<file path="config.mk">
export PLATFORM = sky130hd
export DESIGN_NAME = tlqwi_ram
export DESIGN_NICKNAME = d
export VERILOG_FILES = /design/src/rtl/tlqwi_ram.sv
export SDC_FILE = /design/constraint.sdc
export NUM_CORES = 2
export LEC_CHECK = 0
export ABC_AREA = 1
export BUFFER_PORTS_ARGS = -buffer_cell sky130_fd_sc_hd__buf_2
export CAP_MARGIN = 20
export CORE_MARGIN = 5
export CORE_UTILIZATION = 45
export CTS_BUF_LIST = sky130_fd_sc_hd__clkbuf_2 sky130_fd_sc_hd__clkbuf_4 sky130_fd_sc_hd__clkbuf_8
export DETAILED_ROUTE_END_ITERATION = 12
export PLACE_DENSITY = 0.6
export SLEW_MARGIN = 10
export SYNTH_ARGS = -nofsm -noshare
export SYNTH_HDL_FRONTEND = slang
export SYNTH_SLANG_ARGS = --single-unit
</file>
<file path="constraint.sdc">
create_clock -name i_clk -period 3.4 [get_ports i_clk]
set_clock_uncertainty 0.2 [all_clocks]
set_input_delay 0.51 -clock i_clk [delete_from_list [all_inputs] [get_ports i_clk]]
set_output_delay 0.51 -clock i_clk [all_outputs]
set_load 0.02 [all_outputs]
</file>
<file path="src/rtl/tlqwi_ram.sv">
// ----------------------------------------------------------------------------
// tlqwi_ram: simple dual-port synchronous RAM
// One write port, one read port, registered read data.
// ----------------------------------------------------------------------------
module tlqwi_ram #(
    parameter int AW = 7,
    parameter int DW = 31
) (
    input  logic          i_clk,
    input  logic          i_we,
    input  logic [AW-1:0] i_waddr,
    input  logic [DW-1:0] i_wdata,
    input  logic          i_re,
    input  logic [AW-1:0] i_raddr,
    output logic [DW-1:0] o_rdata
);

    logic [DW-1:0] mem [2**AW];
    logic [DW-1:0] r_rdata;

    always_ff @(posedge i_clk) begin
        if (i_we) begin
            mem[i_waddr] <= i_wdata;
        end
    end

    always_ff @(posedge i_clk) begin
        if (i_re) begin
            r_rdata <= mem[i_raddr];
        end
    end

    assign o_rdata = r_rdata;

endmodule

</file>
### Yosys cells after proc, flatten, opt, wreduce, memory -nomap -nowiden

Memories as Yosys holds them, arrays and structs flattened. A register that Yosys moved wholly into a read port is not among the register bits.
Cells that the tools add are included.

* register bits after elaboration: 0
* bits in writable memories: 3968
* bits of input ports: 48
* output and inout port bits: 31
* memories: 1

* muxes and demuxes: 2

Memories
* mem: words 128, width 31, read ports 1, clocked after memory_dff 1, wr ports 1, line 18 `logic [DW-1:0] mem [2**AW];`

Operators with widths (count)
* $mux W1: 2

### Longest topological paths before layout

* word-level depth: 2
* gate-level depth with buffers: 13
* mapped depth without buffers: 9

### Worst setup path before layout

OpenSTA, ideal clock, no wires.

* path kind: input port to flip-flop
* start: input port i_we
* end: memory mem[105][0] (enable)
* setup time: 0.419 ns
* arrival time: 2.445 ns
* required time: 2.781 ns
* slack: 0.335 ns
* cell stages on the path: 4
* path buffers: 2
* cell sequence: clkbuf_1 > nand2_1 > clkbuf_1 > nor2_1

* longest elaborated chain between the ends: 2

Ends and longest elaborated chain
* start, declared: line 10 `input logic i_we,`
* $mux W1: line 22 `if (i_we) begin`
* $mux W1 (not written as such): line 23 `mem[i_waddr] <= i_wdata;`
* end, declared: line 18

No other way between the ends.

### Worst setup path after layout

* start: input port i_waddr[2]
* end: memory mem[116][18] (enable)

RTL lines
* start, declared: line 11 `input logic [AW-1:0] i_waddr,`

No word-level cell before the write port.

==> impl_metrics.env <==
export IMPL_outcome="completed"
export IMPL_final_nets=13500
export IMPL_routed_wl_mm=485
export IMPL_cts_root_buffer="clkbuf_8"
export IMPL_antenna_left=0
export IMPL_fp_dieH_um=606
export IMPL_p_leak_nw=63.9
export IMPL_cp_max_fo=22
export IMPL_insertion_delay_ps=1210
export IMPL_drt_pass1_iter_count=6
export IMPL_dpl_instance_area_sq_mm=0.171
export IMPL_critical_path_required_ps=4090
export IMPL_yosysWarnings=0
export IMPL_nFillCells=29500
export IMPL_pre_cts_slack_ps=-211
export IMPL_min_period_ps=2980
export IMPL_finalPower_mw=101
export IMPL_rsz0062_at_grt="no"
export IMPL_crit_type="in -> reg"
export IMPL_tightestPinTransition_ps=1110
export IMPL_timing_fmax_mhz=335
export IMPL_hold_viol=0
export IMPL_vias=108000
export IMPL_finalSetupViolations=0
export IMPL_hold_class="in -> reg"
export IMPL_antenna_found_initial=24
export IMPL_dpl_hpwl_mm=269
export IMPL_synth_area_leaders="edfxtp_1, nand3_1, nand2_1"
export IMPL_ir_drop_mv=0.399
export IMPL_p_per_area_mw_per_mm2=552
export IMPL_synth_cell_types=16
export IMPL_finalWorstSetupSlack_ps=417
export IMPL_synth_seq_cells=3999
export IMPL_cts_tree="yes"
export IMPL_r2r_setup_slack_ps=800
export IMPL_synth_cells=13000
export IMPL_postCtsSetupBuffers=0
export IMPL_final_common_cell="nand2_1"
export IMPL_final_cell_mix="nand2_1, edfxtp_1, nand3_1"
export IMPL_die_area_sq_mm=0.367
export IMPL_fin_area_sq_mm=0.183
export IMPL_synth_fp_nets=13000
export IMPL_gr_total_overflow=0
export IMPL_relSlewSlack_pct=26.2
export IMPL_grt_usage_pct=25.8
export IMPL_synth_seq_area_share_pct=75.1
export IMPL_fp_dieW_um=606
export IMPL_viasPerCell=5.78
export IMPL_drt_iter0_drc=13000
export IMPL_drc=0
export IMPL_gp_congestion=0.852
export IMPL_synth_top_cell_by_area="edfxtp_1"
export IMPL_fin_cells=18700
export IMPL_num_rows=218
export IMPL_clkTransAtPathRegs_ps=60
export IMPL_grt_max_degree=131
export IMPL_grt_first_pass_wirelength_mm=704
export IMPL_final_core_util_pct=51.9
export IMPL_cp_end_kind="flip-flop"
export IMPL_syn2layout_area_growth_pct=14.8
export IMPL_start_kind="primary input"
export IMPL_cts_sinks=3999
export IMPL_cts_resized_gates=0
export IMPL_final_layout_size_suffix_gt1_share_pct=12.8
export IMPL_core_area_sq_mm=0.353
export IMPL_cts_buffers=636
export IMPL_htree_levels=6
export IMPL_synth_area_sq_mm=0.160
export IMPL_slew_viol_final=0
export IMPL_finalCritPeriodShare_pct=87.7
export IMPL_start_util_pct=45.2
export IMPL_first_global_vias=104000
export IMPL_setup_tns_ps=0
export IMPL_whs_ps=125
export IMPL_routedWlPerCell_um=26.0
export IMPL_crit_arrival_ps=3670
export IMPL_placed_cells=17500
export IMPL_io_pins=79
export IMPL_synthDominantCellAreaShare_pct=75.1
export IMPL_cts_buffer_depth=4
export IMPL_portBuffers=78
export IMPL_max_cap_viol_count=0
export IMPL_avgSynthCellArea_sq_um=12.3
[power breakdown]
part           leakage, nW  switching [mW]  internal, mW  total, mW
clock network         6.36            18.9          20.9       39.8
registers             36.0           0.102          54.5       54.6
logic                 21.6            5.01          1.85       6.86
total                 63.9            24.0          77.3        101
[synth_stat cells (all sizes together)]
| master | number |
|---|---|
| nand2 | 4022 |
| edfxtp | 3999 |
| nand3 | 3909 |
| buf | 730 |
| clkbuf | 150 |
| nor2 | 134 |
| inv | 23 |
| nor3 | 8 |
| clkinv | 1 |
[what timing repair did]
| item | in CTS | in global routing |
|---|---|---|
| endpoints found under the setup margin | 0 | 9 |
| hold buffers | 45 | 0 |
| endpoints found under the hold margin | 4481 | 0 |
[cell type report]
type | count | area [sq um] | area share [%]
clock buffer | 855 | 10500 | 5.71
inverter | 24 | 134 | 0.0730
antenna | 27 | 67.6 | 0.0368
multi-input combinational | 8073 | 36200 | 19.7
tap | 4730 | 5920 | 3.23
sequential | 3999 | 120000 | 65.5
timing repair buffer | 718 | 8990 | 4.90
clock inverter | 253 | 1610 | 0.877
[metal layers]
metal / GRT usage, % / vias up / part of all wire (%)
li1: - / 47600 / -
met1: 36.8 / 53600 / 41
met2: 39.8 / 5883 / 45
met3: 4.49 / 930 / 9.9
met4: 10.1 / 4 / 4.2
met5: 0 / - / 0.0056
[sequential cells by signal, summed over array words and instances, names as in the netlist]
| signal | count |
|---|---|
| mem | 3968 |
| o_rdata | 31 |
[cells by family after synthesis]
logic type             share of synthesized area [%]
AND/OR/NAND/NOR                                 22.0
flip-flops                                      75.1
buffers and inverters                           2.82
[final timing paths]
kind                         start                endpoint  depth (start not counted)
max                     i_waddr[2]  mem[116][18]$_DFFE_PP_                          9
min                     i_raddr[4]   o_rdata[11]$_DFFE_PP_                          6
max reg2reg  mem[63][28]$_DFFE_PP_   o_rdata[28]$_DFFE_PP_                          9
min reg2reg  mem[74][14]$_DFFE_PP_   o_rdata[14]$_DFFE_PP_                          8
[worst max-delay path: stages]
cell and delay [ps]:
dlygate4sd3_1 610, buf_2 180, inv_1 80, nor3_1 170, dlygate4sd3_1 630, nand2_2 90
dlygate4sd3_1 710, nor2_4 380, buf_12 270
(Power assumes the default switching activity.)
