File: config.mk
export PLATFORM = sky130hd
export DESIGN_NAME = tlqwi_stats
export DESIGN_NICKNAME = d
export VERILOG_FILES = /design/src/rtl/tlqwi_pkg.sv /design/src/rtl/tlqwi_stats.sv
export SDC_FILE = /design/constraint.sdc
export NUM_CORES = 1
export LEC_CHECK = 0
export BUFFER_PORTS_ARGS = -buffer_cell sky130_fd_sc_hd__buf_4
export CORE_MARGIN = 5
export CORE_UTILIZATION = 50
export DETAILED_ROUTE_END_ITERATION = 10
export PLACE_DENSITY = 0.77
export SYNTH_ARGS = -nofsm -noshare
export SYNTH_HDL_FRONTEND = slang
export SYNTH_SLANG_ARGS = --single-unit
File: constraint.sdc
create_clock -name i_clk -period 4 [get_ports i_clk]
set_input_delay 1 -clock i_clk [delete_from_list [all_inputs] [get_ports i_clk]]
set_output_delay 1 -clock i_clk [all_outputs]
set_load 0.005 [all_outputs]
File: src/rtl/tlqwi_pkg.sv
// ----------------------------------------------------------------------------
// tlqwi_pkg: shared types and constants
// Lane depth, field widths, entry layout and the statistics update bundle.
// ----------------------------------------------------------------------------
package tlqwi_pkg;

    localparam int QUEUE_DEPTH = 64;
    localparam int PTR_W       = $clog2(QUEUE_DEPTH);
    localparam int CNT_W       = $clog2(QUEUE_DEPTH + 1);
    localparam int RAM_AW      = PTR_W + 1;          // {lane, slot}

    localparam int ID_W        = 16;
    localparam int TIME_W      = 15;
    localparam int BURST_W     = 4;

    localparam logic [TIME_W-1:0]  DAY_TICKS   = 15'd23040;
    localparam logic [BURST_W-1:0] STREAK_MAX  = 4'd15;
    localparam logic [BURST_W-1:0] BURST_RESET = 4'd3;

    localparam logic OP_JOIN  = 1'b0;
    localparam logic OP_SERVE = 1'b1;

    localparam logic LANE_STD = 1'b0;
    localparam logic LANE_PRI = 1'b1;

    typedef struct packed {
        logic [ID_W-1:0]   pax_id;
        logic [TIME_W-1:0] join_time;
    } t_entry;

    typedef struct packed {
        logic              serve;
        logic              reject;
        logic [TIME_W-1:0] wait_t;
        logic [CNT_W-1:0]  cnt_pri;
        logic [CNT_W-1:0]  cnt_std;
    } t_stat_upd;

    typedef struct packed {
        logic [31:0]      served;
        logic [39:0]      wait_sum;
        logic [31:0]      rejected;
        logic [CNT_W-1:0] peak_pri;
        logic [CNT_W-1:0] peak_std;
    } t_stats;

    // Result beat, highest bits first; the LSB is op_ok.
    typedef struct packed {
        logic              pad;
        logic [6:0]        peak_standard;
        logic [6:0]        peak_priority;
        logic [31:0]       turned_away_total;
        logic [39:0]       wait_sum;
        logic [31:0]       served_total;
        logic [7:0]        queue_size;
        logic [TIME_W-1:0] wait_time;
        logic              was_priority;
        logic [ID_W-1:0]   pax_out;
        logic              op_ok;
    } t_result;

endpackage

File: src/rtl/tlqwi_stats.sv
// ----------------------------------------------------------------------------
// tlqwi_stats: saturating statistics
// Served count, wait sum, turn-away count and per-lane occupancy peaks.
// ----------------------------------------------------------------------------
module tlqwi_stats (
    input  logic                 i_clk,
    input  logic                 i_rst_n,
    input  tlqwi_pkg::t_stat_upd i_upd,
    output tlqwi_pkg::t_stats    o_next
);
    import tlqwi_pkg::*;

    t_stats      r_stats;
    t_stats      n_stats;
    logic [40:0] sum_ext;

    always_comb begin
        n_stats = r_stats;
        sum_ext = {1'b0, r_stats.wait_sum} + 41'(i_upd.wait_t);
        if (i_upd.serve) begin
            if (r_stats.served != '1) begin
                n_stats.served = r_stats.served + 32'd1;
            end
            n_stats.wait_sum = sum_ext[40] ? '1 : sum_ext[39:0];
        end
        if (i_upd.reject && (r_stats.rejected != '1)) begin
            n_stats.rejected = r_stats.rejected + 32'd1;
        end
        // counts only grow by pushes, so tracking the max every cycle is enough
        if (i_upd.cnt_pri > r_stats.peak_pri) begin
            n_stats.peak_pri = i_upd.cnt_pri;
        end
        if (i_upd.cnt_std > r_stats.peak_std) begin
            n_stats.peak_std = i_upd.cnt_std;
        end
    end

    always_ff @(posedge i_clk) begin
        if (!i_rst_n) begin
            r_stats <= '0;
        end else begin
            r_stats <= n_stats;
        end
    end

    assign o_next = n_stats;

endmodule

**Word-level counts from Yosys, hierarchy flattened**

Cells that the tools add are included.

- $add $sub $neg: 3
- Magnitude comparators: 2
- Equality and inequality tests: 2
- Multiplexer cells: 6
- Reduce and logical (&&, ||, !) cells: 1

Operators with widths:

| kind | number |
|---|---|
| $mux 72 | 1 |
| $add 32x1->32 const B | 2 |
| $mux 32 | 2 |
| $ne 32x32->1 const B | 2 |
| $add 40x15->41 | 1 |
| $mux 40 | 1 |
| $gt 7x7->1 | 2 |
| $mux 7 | 2 |
| $logic_and 1x1->1 | 1 |

- Flip-flop bits (word level): 118
- Input bits: 33

**Logic depth before layout (Yosys ltp)**

- Depth after elaboration: 3
- Gate-level depth with buffers: 10
- Mapped depth without buffers: 8

**Worst setup path before layout**

OpenSTA, ideal clock, no wires.

- Kind: input-to-output
- Start: input i_upd[14] in the netlist's numbering
- End: output o_next[68] in the netlist's numbering
- Arrival time: 3054 ps
- Required time: 3000 ps
- Slack: -54 ps
- Cell stages on the path: 8
- Path buffers: 1
- Path through: ha_1 > fa_1 > a211oi_1 > o211ai_1 > and2_1 > o2111ai_1 > clkbuf_1 > nand3_1

RTL lines:

| element | line | source |
|---|---|---|
| start, declared | tlqwi_stats.sv:8 | `input tlqwi_pkg::t_stat_upd i_upd,` |
| end, declared | tlqwi_stats.sv:9 | `output tlqwi_pkg::t_stats o_next` |

==> results.py <==
metrics = {
    "drt": {
        "detailedRoute.firstPassIterationCount": 5,
        "postRouteAntennaNets": 0,
        "wl_per_cell_microns": 16.54,
        "drtIter0Drc": 506,
        "drt_drc_violations_left": 0,
        "wl_microns": 20730,
        "vias_per_cell": 5.799,
        "via_count": 7266,
    },
    "setup_path": {
        "worst_r2r_endpoint": "r_stats[60]$_SDFF_PN0_",
        "largest_fanout_on_the_critical_path": 4,
        "worst-path-buf-inv": 3,
        "worstPathCellList": "buf_4, ha_1, a21oi_1, o211ai_1, nand2_2, buf_6, a211oi_4, or4b_1, and2_1, buf_4",
        "arrival_ns": 3.28,
        "cpMaxStageDelayCell": "sky130_fd_sc_hd__or4b_1",
        "r2r.worst_path.cells": 13,
        "reg2reg_setup_slack_ns": 0.84,
        "cp_dominant_cell_by_count": "sky130_fd_sc_hd__buf_4",
        "worst_setup_path_end_kind": "output port",
        "path_delay_family": "simple AND/OR/NAND/NOR gates",
        "critical_path_required_ns": 3.00,
        "worstSetupEndpoint": "o_next[71]",
        "total_number_of_cells_along_the_worst_setup_path": 10,
        "r2r_start": "r_stats[64]$_SDFF_PN0_",
        "slowest_delay_ns": 0.50,
        "crit_path_start_kind": "primary input",
        "timing.critical_path.from": "i_upd[21]",
        "critPathKind": "primary input to output port",
    },
    "sta": {
        "max_slew_margin_pct": 47.78,
        "max_freq_mhz": 233.6,
        "setup_repair_after_global_routing_missed_its_margin": "yes",
        "final.period_utilization_pct": 107.0,
        "setup_viol_count_final": 40,
        "finalMaxSlewViolations": 0,
        "report.final.hold_viol_count": 0,
        "timing.final.crit_period_ns": 4.280,
        "tightestPinTransition_ns": 0.7773,
        "skew_ns": 0.01118,
        "finalWorstSetupSlack_ns": -0.2801,
        "worst_hold_slack_ns": 0.4983,
    },
    "final_layout": {
        "final.fill_count": 1064,
        "n_antenna_cell": 0,
        "ratio_of_cells_with_drive_above_1_in_the_final_layout_pct": 35.88,
        "final_util_pct": 72.90,
        "largest_register_ffs": 118,
        "biggestRegsByFlops": "r_stats (118)",
        "most_flop_heavy_register": "r_stats",
        "final_net_count": 1125,
        "area.growth.synth_to_final_pct": 42.43,
    },
    "power_and_ir_drop": {
        "power.sequential.fraction_pct": 35.8,
        "share_comb_of_total_power_pct": 22.1,
        "p_leak_nw": 4.534,
        "internal-power_mw": 2.497,
        "power_switching_uw": 984.2,
        "ir_drop_mv": 0.3488,
        "p_sw_share_pct": 28.27,
        "clkPwrFrac_pct": 42.1,
        "power_density_nw_per_um2": 341.4,
        "power.total_mw": 3.481,
    },
    "clock_tree": {
        "clk_root_buffer_cell": "sky130_fd_sc_hd__clkbuf_16",
        "cts-htree-levels": 4,
        "clock_tree_from_tritoncts": "done",
        "clk_pin_slew_worst_paths_ns": 0.06,
        "cts.sink_count": 118,
        "clock_buffer_count_from_cts": 17,
        "ctsLongestPathBuffers": 2,
        "clk_latency_ns": 0.43,
    },
    "yosys": {
        "mappedNetlistArea_sq_um": 7159,
        "synth-edff-count": 0,
        "syn-mean-instance-area_sq_um": 8.615,
        "asyncSetResetFlopFracSynth_pct": 0,
        "synthFlopType": "sky130_fd_sc_hd__dfxtp_1",
        "synthTopCellsByArea": "sky130_fd_sc_hd__dfxtp_1 33%, sky130_fd_sc_hd__and2_1 7.0%, sky130_fd_sc_hd__ha_1 5.4%, sky130_fd_sc_hd__xor2_1 5.0%, sky130_fd_sc_hd__xnor2_1 4.3%",
        "netlist-cell-type-count": 67,
        "yosysTopAreaCell": "sky130_fd_sc_hd__dfxtp_1",
        "synth_top_cells_by_count": "118 x sky130_fd_sc_hd__dfxtp_1, 80 x sky130_fd_sc_hd__and2_1, 53 x sky130_fd_sc_hd__nand2_1",
        "synth_seq_area_share_pct": 33.00,
        "syn_inst": 831,
        "synth_most_common_cell": "sky130_fd_sc_hd__dfxtp_1",
        "synthDominantCellAreaShare_pct": 33.00,
        "ys_seq_elements": 118,
        "synth_fp_nets": 896,
        "yosysWarnings": 0,
    },
    "placement": {
        "place.port_buffers": 150,
        "placement.setup.worst_slack_ns": -0.4169,
        "half_perimeter_wire_length_after_detailed_placement_microns": 14380,
        "routability_congestion_estimate_from_global_placement": 0.8963,
    },
    "status": {
        "violated_checks": "setup timing",
        "status": "complete, but fails checks",
    },
    "floorplan": {
        "dieWidth_microns": 129.7,
        "core_region_sq_um": 13990,
        "floorplan.die.height_microns": 129.7,
        "design.die.area_sq_um": 16810,
        "core.rowCount": 43,
        "floorplan.initialDensity_pct": 51.18,
        "floorplan.io_pins": 151,
    },
    "min_path": {
        "worstHoldPathType": "register to register",
    },
    "grt": {
        "grt_pass1_wl_microns": 31820,
        "antenna_violations_before_repair": 0,
        "grt_pass1_vias": 6712,
        "grt_max_degree": 65,
        "global_route_congestion_overflow_total": 0,
        "grt_use_total_pct": 23.46,
    },
    "job": {
        "maxCapViolCount": 0,
    },
}
==> worst min path at each step <==
stage	to	depth (start not counted)	startpoint
CTS	r_stats[23]$_SDFF_PN0_	2	r_stats[23]$_SDFF_PN0_
global route	r_stats[31]$_SDFF_PN0_	2	r_stats[31]$_SDFF_PN0_
floorplan	r_stats[23]$_SDFF_PN0_	2	r_stats[23]$_SDFF_PN0_
global placement	r_stats[23]$_SDFF_PN0_	2	r_stats[23]$_SDFF_PN0_
detailed placement	r_stats[23]$_SDFF_PN0_	2	r_stats[23]$_SDFF_PN0_
finish	r_stats[23]$_SDFF_PN0_	2	r_stats[23]$_SDFF_PN0_
==> repair_timing <==
| action | CTS | global route |
|---|---|---|
| setup buffers | 9 | 10 |
| resized for setup | 38 | 74 |
| hold buffers | 0 | 0 |
| setup endpoints to repair | 40 | 47 |
| gates cloned | 1 | 2 |
| pin swaps | 19 | 26 |
==> stage by stage <==
stage / setup TNS, ns / cells / cell area [sq um]
finish: -7.064 / 1253 / 10200
global route: -9.159 / 1253 / 10200
CTS: -4.430 / 1242 / 9789
detailed placement: -10.90 / 1200 / 8934
global placement: -10.33 / 1200 / 8934
floorplan: 0 / 831 / 7166
==> placed cells by master, fill, tap and decap left out, drive strengths merged, types with 17 or more instances in the layout <==
cell type  count
inv           28
mux2          17
and2          80
xor2          41
clkbuf        18
dfxtp        118
nand3         36
xnor2         35
nor3          30
nand4         32
ha            31
nand2         53
nor2          38
buf          244
and3          22
a21oi         44
==> final cells by class <==
type                       instances  area, sq um  area share (%)
multi-input combinational        655         5036           49.39
clock buffer                      18        439.2           4.307
inverter                          24        90.09          0.8834
tap                              180        225.2           2.209
timing repair buffer             244         1918           18.81
clock inverter                    14        126.4           1.239
sequential                       118         2362           23.17
==> kinds of logic after synthesis <==
logic type	share of synthesized area, %
flip-flops	33.00
AO/OA/AOI/OAI	15.54
AND/OR/NAND/NOR	29.43
XOR/XNOR	9.297
multiplexers	3.845
adder cells (fa/ha/maj)	5.697
buffers and inverters	3.198
==> per-layer routing <==
layer  share of wire, %  vias up  global-route usage (%)  wire [microns]
met4                1.6        0                   7.641             330
met5                  0        -                       0               0
met1                 43     3458                   30.65            8999
met2                 48      241                   37.73            9919
met3                7.1       34                   6.348            1475
li1                   -     3533                       -               -
==> worst min-delay path, delay by kind of cell (launching register included) <==
kind          cells  cell delay (ns)
flops             1             0.34
simple gates      1             0.06
mux               1             0.05
==> power by group through the flow <==
stage	Sequential (mW)	Combinational (mW)	Clock (mW)
after floorplan	1.26	0.370	0
after global placement	1.26	0.661	0
after detailed placement	1.27	0.667	0
after CTS	1.24	0.714	1.49
after global routing	1.25	0.837	1.54
final	1.25	0.771	1.47
Note: power is estimated with default switching activity, not from simulation.
